$ cat src/design/utc2gps_pkg.sv
// Shared types, constants and tables for the UTC to GPS week/second converter.
// No dependencies; imported by utc_to_gps_week_seconds_top.
`timescale 1ns / 1ps

package utc2gps_pkg;

	// Input and output words
	typedef struct packed {
		logic [11:0] year;
		logic [3:0]  month;
		logic [4:0]  day;
		logic [4:0]  hour;
		logic [5:0]  minute;
		logic [5:0]  second;
	} utc_time_t;

	typedef struct packed {
		logic [16:0] gps_week;
		logic [19:0] week_second;
		logic        before_epoch;
	} gps_time_t;

	// Internal widths
	localparam int TOD_W  = 17;   // hh*3600 + mm*60 + ss, up to 115443
	localparam int DAY_W  = 21;   // signed day count from the GPS epoch
	localparam int WEEK_W = 17;
	localparam int SOW_W  = 20;
	localparam int TAI_W  = 6;

	// Calendar and time constants
	localparam int GPS_EPOCH_JDN = 2444244;
	localparam int MJD_BASE      = 2400000;
	localparam int EPOCH_MJD     = GPS_EPOCH_JDN - MJD_BASE;
	localparam int SEC_PER_DAY   = 86400;
	localparam int SEC_PER_HOUR  = 3600;
	localparam int SEC_PER_MIN   = 60;
	localparam int TAI_GPS_SEC   = 19;
	localparam int FIRST_TAI_UTC = 10;
	localparam int YEAR_BIAS     = 4716;
	localparam int JDN_YEAR_MUL  = 1461;
	// jdn = yterm + mterm + d + (2 - a + a/4) - 1525, taken relative to the epoch
	localparam int DAY_BIAS      = GPS_EPOCH_JDN + 1525 - 2;

	// Reciprocal constants: floor(x/100) for x < 4096, floor(x/7) for x < 2^20
	localparam int DIV100_SHIFT = 19;
	localparam int DIV100_MUL   = (2 ** DIV100_SHIFT) / 100 + 1;
	localparam int DIV7_SHIFT   = 23;
	localparam int DIV7_MUL     = (2 ** DIV7_SHIFT) / 7 + 1;

	// Leap-second table
	localparam int LEAP_TABLE_SIZE = 28;
	localparam int LEAP_ENTRIES    = 28;
	localparam int LEAP_USED       = (LEAP_ENTRIES < LEAP_TABLE_SIZE) ?
		LEAP_ENTRIES : LEAP_TABLE_SIZE;

	localparam int LEAP_MJD [LEAP_TABLE_SIZE] = '{
		41317, 41499, 41683, 42048, 42413, 42778, 43144, 43509, 43874, 44239,
		44786, 45151, 45516, 46247, 47161, 47892, 48257, 48804, 49169, 49534,
		50083, 50630, 51179, 53736, 54832, 56109, 57204, 57754
	};

	localparam logic [TAI_W-1:0] LEAP_TAI_UTC [LEAP_TABLE_SIZE] = '{
		6'd10, 6'd11, 6'd12, 6'd13, 6'd14, 6'd15, 6'd16, 6'd17, 6'd18, 6'd19,
		6'd20, 6'd21, 6'd22, 6'd23, 6'd24, 6'd25, 6'd26, 6'd27, 6'd28, 6'd29,
		6'd30, 6'd31, 6'd32, 6'd33, 6'd34, 6'd35, 6'd36, 6'd37
	};

	// floor(30.6001 * (m' + 1)), where January and February (and month 0)
	// count as months 13, 14 and 12 of the previous year
	function automatic logic [8:0] month_term(input logic [3:0] m);
		logic [8:0] t;
		case (m)
			4'd0:    t = 9'd397;
			4'd1:    t = 9'd428;
			4'd2:    t = 9'd459;
			4'd3:    t = 9'd122;
			4'd4:    t = 9'd153;
			4'd5:    t = 9'd183;
			4'd6:    t = 9'd214;
			4'd7:    t = 9'd244;
			4'd8:    t = 9'd275;
			4'd9:    t = 9'd306;
			4'd10:   t = 9'd336;
			4'd11:   t = 9'd367;
			4'd12:   t = 9'd397;
			4'd13:   t = 9'd428;
			4'd14:   t = 9'd459;
			default: t = 9'd489;
		endcase
		return t;
	endfunction

endpackage

$ cat src/design/utc_to_gps_week_seconds_top.sv
// UTC calendar date and time to GPS week and second of week, eight-stage pipeline.
// Throughput: one word per cycle; a stall at the output holds every stage while gps_valid is high.
// Reset clears the stage valid bits only; no other state is kept.
// Depends on utc2gps_pkg.
`timescale 1ns / 1ps

module utc_to_gps_week_seconds_top (
	input  logic                   clk,
	input  logic                   arst_n,
	input  logic                   utc_valid,
	output logic                   utc_stall,
	input  utc2gps_pkg::utc_time_t utc,
	output logic                   gps_valid,
	input  logic                   gps_stall,
	output utc2gps_pkg::gps_time_t gps
);
	import utc2gps_pkg::*;

	logic en;
	logic valid_s1, valid_s2, valid_s3, valid_s4, valid_s5, valid_s6, valid_s7, valid_s8;

	// Stage 1: year/month shift, month term, time of day
	logic              early_c;
	logic signed [12:0] ya_c;
	logic [TOD_W-1:0]  tod_c;
	logic signed [12:0] ya_s1;
	logic [8:0]        mterm_s1;
	logic [4:0]        day_s1;
	logic [TOD_W-1:0]  tod_s1;

	// Stage 2: century term and year term
	logic [11:0]       ya_pos_c;
	logic [24:0]       a_prod_c;
	logic [13:0]       yb_c;
	logic [24:0]       y_prod_c;
	logic [5:0]        a_s2;
	logic [21:0]       yterm_s2;
	logic [8:0]        mterm_s2;
	logic [4:0]        day_s2;
	logic [TOD_W-1:0]  tod_s2;

	// Stage 3: day count from epoch
	logic [23:0]       day_c;
	logic signed [DAY_W-1:0] day_s3;
	logic              nd_s3;
	logic [TOD_W-1:0]  tod_s3;

	// Stage 4: leap table compare
	logic signed [DAY_W:0] day_eff_c;
	logic [LEAP_TABLE_SIZE-1:0] hit_c;
	logic [LEAP_TABLE_SIZE-1:0] hit_s4;
	logic signed [DAY_W-1:0] day_s4;
	logic [TOD_W-1:0]  tod_s4;

	// Stage 5: TAI-UTC select
	logic [TAI_W-1:0]  off_c;
	logic [TAI_W-1:0]  off_s5;
	logic signed [DAY_W-1:0] day_s5;
	logic [TOD_W-1:0]  tod_s5;

	// Stage 6: second of day and day carry
	logic signed [17:0] sv_c;
	logic [TOD_W-1:0]  sod_c;
	logic signed [DAY_W-1:0] dn_c;
	logic signed [DAY_W-1:0] dn_s6;
	logic [TOD_W-1:0]  sod_s6;

	// Stage 7: week by reciprocal multiply
	logic [DAY_W-2:0]  dpos_c;
	logic [40:0]       w_prod_c;
	logic [WEEK_W-1:0] week_s7;
	logic [DAY_W-2:0]  dlo_s7;
	logic [TOD_W-1:0]  sod_s7;
	logic              neg_s7;

	// Stage 8: second of week
	logic [DAY_W-2:0]  rem_c;
	logic [SOW_W-1:0]  sow_c;
	gps_time_t         gps_s8;

	// Hold the whole pipe while the output word waits
	assign en        = !(valid_s8 && gps_stall);
	assign utc_stall = !en;
	assign gps_valid = valid_s8;
	assign gps       = gps_s8;

	always_ff @(posedge clk or negedge arst_n) begin
		if (!arst_n) begin
			valid_s1 <= 1'b0;
			valid_s2 <= 1'b0;
			valid_s3 <= 1'b0;
			valid_s4 <= 1'b0;
			valid_s5 <= 1'b0;
			valid_s6 <= 1'b0;
			valid_s7 <= 1'b0;
			valid_s8 <= 1'b0;
		end else if (en) begin
			valid_s1 <= utc_valid;
			valid_s2 <= valid_s1;
			valid_s3 <= valid_s2;
			valid_s4 <= valid_s3;
			valid_s5 <= valid_s4;
			valid_s6 <= valid_s5;
			valid_s7 <= valid_s6;
			valid_s8 <= valid_s7;
		end
	end

	// Stage 1 logic
	always_comb begin
		early_c = (utc.month <= 4'd2);
		ya_c    = $signed({1'b0, utc.year} - {12'd0, early_c});
		tod_c   = TOD_W'(utc.hour) * TOD_W'(SEC_PER_HOUR)
			+ TOD_W'(utc.minute) * TOD_W'(SEC_PER_MIN)
			+ TOD_W'(utc.second);
	end

	// Stage 2 logic: a = y/100 (year -1 truncates to 0), yterm = floor(1461*(y+4716)/4)
	always_comb begin
		ya_pos_c = ya_s1[12] ? 12'd0 : ya_s1[11:0];
		a_prod_c = 25'(ya_pos_c) * 25'(DIV100_MUL);
		yb_c     = 14'(15'(ya_s1) + 15'sd4716);
		y_prod_c = 25'(yb_c) * 25'(JDN_YEAR_MUL);
	end

	// Stage 3 logic
	always_comb begin
		day_c = 24'(yterm_s2) + 24'(mterm_s2) + 24'(day_s2) + 24'(a_s2 >> 2)
			- 24'(a_s2) - 24'(DAY_BIAS);
	end

	// Stage 4 logic: the instant passes a leap date once its day, plus any
	// whole day carried in the time of day, reaches the entry
	always_comb begin
		day_eff_c = $signed({day_s3[DAY_W-1], day_s3} + {{DAY_W{1'b0}}, nd_s3});
		for (int i = 0; i < LEAP_TABLE_SIZE; i++) begin
			hit_c[i] = (i < LEAP_USED) && (int'(day_eff_c) >= LEAP_MJD[i] - EPOCH_MJD);
		end
	end

	// Stage 5 logic: last entry reached wins
	always_comb begin
		off_c = TAI_W'(FIRST_TAI_UTC);
		for (int i = 0; i < LEAP_TABLE_SIZE; i++) begin
			if (hit_s4[i]) begin
				off_c = LEAP_TAI_UTC[i];
			end
		end
	end

	// Stage 6 logic: fold the offset into the second of day, carry into the day
	always_comb begin
		sv_c = $signed({1'b0, tod_s5}) + $signed({12'd0, off_s5}) - 18'(TAI_GPS_SEC);
		if (sv_c < 0) begin
			sod_c = TOD_W'(sv_c + 18'(SEC_PER_DAY));
			dn_c  = day_s5 - DAY_W'(1);
		end else if (sv_c >= 18'(SEC_PER_DAY)) begin
			sod_c = TOD_W'(sv_c - 18'(SEC_PER_DAY));
			dn_c  = day_s5 + DAY_W'(1);
		end else begin
			sod_c = TOD_W'(sv_c);
			dn_c  = day_s5;
		end
	end

	// Stage 7 logic
	always_comb begin
		dpos_c   = dn_s6[DAY_W-1] ? '0 : dn_s6[DAY_W-2:0];
		w_prod_c = 41'(dpos_c) * 41'(DIV7_MUL);
	end

	// Stage 8 logic
	always_comb begin
		rem_c = dlo_s7 - (DAY_W-1)'(week_s7) * (DAY_W-1)'(7);
		sow_c = SOW_W'(rem_c[2:0]) * SOW_W'(SEC_PER_DAY) + SOW_W'(sod_s7);
	end

	always_ff @(posedge clk) begin
		if (en) begin
			ya_s1    <= ya_c;
			mterm_s1 <= month_term(utc.month);
			day_s1   <= utc.day;
			tod_s1   <= tod_c;

			a_s2     <= a_prod_c[DIV100_SHIFT +: 6];
			yterm_s2 <= y_prod_c[23:2];
			mterm_s2 <= mterm_s1;
			day_s2   <= day_s1;
			tod_s2   <= tod_s1;

			day_s3   <= $signed(day_c[DAY_W-1:0]);
			nd_s3    <= (tod_s2 >= TOD_W'(SEC_PER_DAY));
			tod_s3   <= tod_s2;

			hit_s4   <= hit_c;
			day_s4   <= day_s3;
			tod_s4   <= tod_s3;

			off_s5   <= off_c;
			day_s5   <= day_s4;
			tod_s5   <= tod_s4;

			dn_s6    <= dn_c;
			sod_s6   <= sod_c;

			week_s7  <= w_prod_c[DIV7_SHIFT +: WEEK_W];
			dlo_s7   <= dpos_c;
			sod_s7   <= sod_s6;
			neg_s7   <= dn_s6[DAY_W-1];

			// Zero the result for a time before the epoch
			gps_s8.gps_week     <= neg_s7 ? '0 : week_s7;
			gps_s8.week_second  <= neg_s7 ? '0 : sow_c;
			gps_s8.before_epoch <= neg_s7;
		end
	end

endmodule
$ cat config.mk
export PLATFORM = sky130hd
export DESIGN_NAME = utc_to_gps_week_seconds_top
export DESIGN_NICKNAME = d
export VERILOG_FILES = /design/src/design/utc2gps_pkg.sv /design/src/design/utc_to_gps_week_seconds_top.sv
export SDC_FILE = /design/constraint.sdc
export NUM_CORES = 1
export LEC_CHECK = 0
export BUFFER_PORTS_ARGS = -buffer_cell sky130_fd_sc_hd__buf_2
export CELL_PAD_IN_SITES_DETAIL_PLACEMENT = 0
export CELL_PAD_IN_SITES_GLOBAL_PLACEMENT = 1
export CORE_MARGIN = 4
export CORE_UTILIZATION = 47
export CTS_CLUSTER_SIZE = 30
export DETAILED_ROUTE_END_ITERATION = 16
export PLACE_DENSITY = 0.87
export RECOVER_POWER = 100
export SLEW_MARGIN = 20
export SYNTH_ARGS = -nofsm -noshare
export SYNTH_HDL_FRONTEND = slang
export SYNTH_SLANG_ARGS = --single-unit
$ cat constraint.sdc
create_clock -name clk -period 9.7 [get_ports clk]
set_clock_uncertainty 0.05 [all_clocks]
set_input_delay 0.485 -clock clk [delete_from_list [all_inputs] [get_ports clk]]
set_output_delay 0.485 -clock clk [all_outputs]
set_load 0.1 [all_outputs]
# After elaboration in Yosys (flattened, before gate mapping)
# Memory sizes are Yosys's and may differ from the RTL's. A register that Yosys moved wholly into a read port is not among the register bits.
# Cells that the tools add are included.
dict set report word_totals {
  ff_bits 364
  mem_bits_ro 144
  input_bits 42
  output_inout_bits 40
  elab_cells 130
  mem_count 1
}
# name depth width read_ports rd_ports_with_merged_regs write_ports line
set memory_table {}
lappend memory_table {{(no name shown)} 16 9 1 1 0 utc2gps_pkg.sv:72} ;# case (m)
dict set report op_classes {
  add_sub_neg 18
  multipliers 7
  magnitude_cmp 32
  muxes 32
  reduce_logical 4
}
# op n
set ops {}
lappend ops {{$ge A22 B13 Y1 const B} 7}
lappend ops {{$ge A22 B14 Y1 const B} 6}
lappend ops {{$mux W6} 20}
lappend ops {{$ge A22 B12 Y1 const B} 5}
lappend ops {{$ge A22 B15 Y1 const B} 5}
lappend ops {{$ge A22 B11 Y1 const B} 3}
lappend ops {{$mux W21} 2}
lappend ops {{$mul A20 B21 Y40 const B} 1}
lappend ops {{$mux W17} 2}
lappend ops {{$mul A12 B13 Y25 const B} 1}
lappend ops {{$mul A14 B11 Y23 const B} 1}
lappend ops {{$add A21 B2 Y22} 1}
lappend ops {{$ge A22 B10 Y1 const B} 1}
lappend ops {{$ge A22 B4 Y1 const B} 1}
lappend ops {{$add A21 B2 Y21 const B} 1}
lappend ops {{$add A21 B4 Y21} 1}
lappend ops {{$add A21 B5 Y21} 1}
lappend ops {{$add A21 B9 Y21} 1}
lappend ops {{$sub A21 B19 Y21 const B} 1}
lappend ops {{$sub A21 B2 Y21 const B} 1}
lappend ops {{$sub A21 B6 Y21} 1}
lappend ops {{$add A20 B17 Y20} 1}
lappend ops {{$mux W20} 1}
lappend ops {{$add A17 B6 Y18} 1}
lappend ops {{other kinds (23)} 27}

# Longest topological paths before layout
dict set report depth {
  depth_word 26
  depth_mapped 23
  depth_no_buf 23
}

# Least setup slack after synthesis
# No wires, ideal clock.
dict set report synth_timing {
  path_kind {register -> output}
  from {register valid_s8 (netlist: gps_valid)}
  to {output utc_stall}
  arrival_time_ns 12.463
  required_time_ns 9.165
  setup_slack_ns -3.298
  path_stages_with_launch 3
  n_path_buf 0
  cell_sequence {dfrtp_1 > nand2_1 > inv_1}
}
dict set report synth_via {
  elab_chain_cells 1
}
# item line
set synth_rtl {}
lappend synth_rtl {{start, declared} utc_to_gps_week_seconds_top.sv:20} ;# logic valid_s1, valid_s2, valid_s3, valid_s4, valid_s5, valid_s6, valid_s7, valid_s8;
lappend synth_rtl {{start signal, assigned} utc_to_gps_week_seconds_top.sv:105} ;# valid_s8 <= valid_s7;
lappend synth_rtl {{$logic_and A1 B1 Y1} utc_to_gps_week_seconds_top.sv:82} ;# assign en = !(valid_s8 && gps_stall);
lappend synth_rtl {{end, declared} utc_to_gps_week_seconds_top.sv:11} ;# output logic utc_stall,
# Every way passes these cells.

# Worst setup path after layout
dict set report layout_timing {
  from {register valid_s8 (netlist: gps_valid)}
  to {register gps_s8 (netlist bit gps[15]) (enable)}
}
dict set report layout_via {
  elab_chain_cells 1
}
# item line
set layout_rtl {}
lappend layout_rtl {{$logic_and A1 B1 Y1} utc_to_gps_week_seconds_top.sv:82}
lappend layout_rtl {{end, declared} utc_to_gps_week_seconds_top.sv:79} ;# gps_time_t gps_s8;
# Every way passes these cells.
# A chain may end at the register's enable or synchronous reset.

==> results.txt <==
Status = finished with violations
Failing checks = capacitance limit, slew limit
Unrepaired setup endpoints after global routing = no
Initial DRT Pass Iterations = 5
WP data required = 9810 ps
Min cycle time layout = 7480 ps
Clock sinks = 372
H-tree depth = 2
Core region area = 63,000 um2
Unique cell type count in the Yosys netlist = 88
Post-Syn Area = 29,800 um2
Worst reg2reg path startpoint = gps_valid
Clock Tree Buf Depth = 3
Delay of the slowest critical-path stage = 2890 ps
Io pins = 82
Vias = 18,600
Final Wtd Congestion = 0.910
Die area = 67,500 um2
Mean routed wirelength per cell = 15.3 um
Via-to-Cell Ratio = 5.18
Placed inst area = 31,300 um2
HP Class = in -> reg
Register area = 11,100 um2
Tot GR Track Use = 16.7%
Post-synth EDFFs = 364
Rel. slew slack = -162%
Syn Area/Cell = 11.4 um2
Largest net degree at the start of global routing = 166
Post-route cell area = 32,300 um2
# setup viols final = 0
Area of the multi-input gates = 16,800 um2
Setup crit end = gps[15]
Worst Tran Pin Value = 3930 ps
CTS tree = yes
Clock-pin slew on the worst setup and hold paths = 70 ps
Overflow after GRT = 0
Critical path peak fanout = 72
HPWL Detailed = 44.3 mm
Max Cap Viol = 5
Total length of routed wires = 54.9 mm
Final hold viol count = 0
Die Y = 260 um
Max Freq = 134 MHz
Register-to-Register Path Depth = 3
Worst skew pair latency = 570 ps
Top FF cell, synth = edfxtp_1
CP max stage cell = clkbuf_1
Total CTS buffers = 41
Die Width = 260 um
DRT antenna net count = 0
Fraction of layout cells with a size suffix above 1 = 4.99%
Sequential fraction of the synthesis area = 37.3%
Worst Setup SP = gps_valid
Drt drc = 0
Crit path kind = reg -> reg
CTS root buf = clkbuf_16
TNS Setup = 0 ps
Flop-to-flop setup slack = 2220 ps
# fillers = 5,543
Row count = 92
CP Cell Sequence = nand2_1 -> clkbuf_1 -> clkbuf_2
Syn Nets = 3,306
Startpoint types = register
Fin. max-slew vios = 421
I/O Buffers = 81
DR iter-0 viols = 1,022
Vias in the first global route = 19,500
Starting Density = 47.3%
Crit. End Element = register
First-pass GRT wire length = 93.8 mm
Initial antenna violation count = 2
CP arrival = 7600 ps
Final net count = 3,414
Reg2reg end = gps[15]
Min-delay src = utc[21]
Synth Instances = 2,606
Synthesis Warnings = 0
Final Cycle Share = 77.2%
Synth Register Bits = 372
Ys async rst share = 2.15%
Synthesis-to-finish area growth = 8.50%
## metrics by stage
step                setup slack [ps]  instances  hold WS [ps]  utilization, %
floorplan                       1590       2606           139               -
global placement                2950       3516           272            49.6
detailed placement              2900       3516           283            49.6
CTS                             2900       3591          4.73            51.7
global route                    1300       3591          21.4            51.4
finish                          2220       3592          45.4            51.4
## worst max-delay path: cells and delay by family, from the launching register on
family        cells  cell delay [ps]
buf+inv           2             4400
flops             1              380
simple gates      1             2120
## registers in the layout, summed over array words and instances, names as in the netlist, 21 cells and up
register / cells
yterm_s2: 21
hit_s4: 27
day_s3: 21
dn_s6: 21
day_s4: 21
gps: 38
day_s5: 21
## layer usage
metal  vias to the layer above  wire length, um  GRT usage [%]
met3                        90             2280           3.03
met1                      8908            24100           21.1
met4                         2             1060           4.09
met2                       291            27400           29.7
met5                         -               13              0
li1                       9312                -              -
## worst min path at each step
stage	to	slack [ps]	cells past startpoint
floorplan	gps_valid	140	0
finish	day_s1[4]	50	1
CTS	tod_s1[1]	5	1
global route	tod_s1[1]	20	1
detailed placement	valid_s6	280	1
global placement	gps_valid	270	1
## Yosys cell counts (21+ instances only)
master	number	area (um2)
nand2b_1	21	131
xor2_1	61	534
ha_1	456	5710
edfxtp_1	364	10900
nor2_1	123	462
nand2_1	86	323
a31oi_1	25	156
nand3_1	49	245
o21ai_0	70	350
nor3_1	33	165
nor2b_1	66	413
a21o_1	43	323
a21oi_1	118	591
xnor2_1	125	1090
fa_1	202	4040
inv_1	445	1670
## layout make-up
type                            instances  area share [%]
Multi-Input combinational cell       1764            52.0
Sequential cell                       372            34.4
Inverter                              445            5.16
Tap cell                              846            3.27
Clock buffer                           48            3.25
Timing Repair Buffer                   90            1.26
Clock inverter                         26           0.658
Antenna cell                            1         0.00774
## cell families (layout without fill, tap and decap cells)
family / Yosys count / in the layout / share of synthesized area, %
xor+xnor: 186 / 186 / 5.46
mux: 13 / 13 / 0.516
other cells: 0 / 1 / 0
flops: 372 / 372 / 37.3
simple gates: 488 / 488 / 8.47
fa+ha+maj: 658 / 658 / 32.7
compound gates: 419 / 419 / 9.53
buf+inv: 470 / 609 / 5.99
## what timing repair did
item | CTS | global route
setup buffers | 0 | 0
hold endpoints to repair | 8 | 0
gates resized for setup | 0 | 0
hold buffers | 1 | 0
## cells in the final DEF, fill, tap and decap left out, drive strengths merged, types with 6 or more instances in the layout
| cell | n |
|---|---|
| a31oi | 25 |
| nand2b | 21 |
| inv | 449 |
| a2111oi | 10 |
| o311ai | 6 |
| dfrtp | 8 |
| xnor2 | 125 |
| o21a | 19 |
| buf | 41 |
| or3 | 13 |
| nor2 | 123 |
| o21bai | 19 |
| xor2 | 61 |
| o31ai | 19 |
| edfxtp | 364 |
| or2 | 11 |
| nand2 | 87 |
| mux2 | 9 |
| clkinv | 16 |
| o21ai | 73 |
| ha | 456 |
| nand4 | 22 |
| and2 | 9 |
| fa | 202 |
| clkbuf | 96 |
| a211oi | 16 |
| o2111ai | 6 |
| nor4 | 12 |
| nand3 | 51 |
| nor2b | 66 |
| or4 | 10 |
| nor3 | 33 |
| a21o | 44 |
| o41ai | 9 |
| and3 | 18 |
| a21oi | 118 |
Power is not shown: default switching activity piles up to over one toggle a cycle in this logic, so the estimate is an artifact.
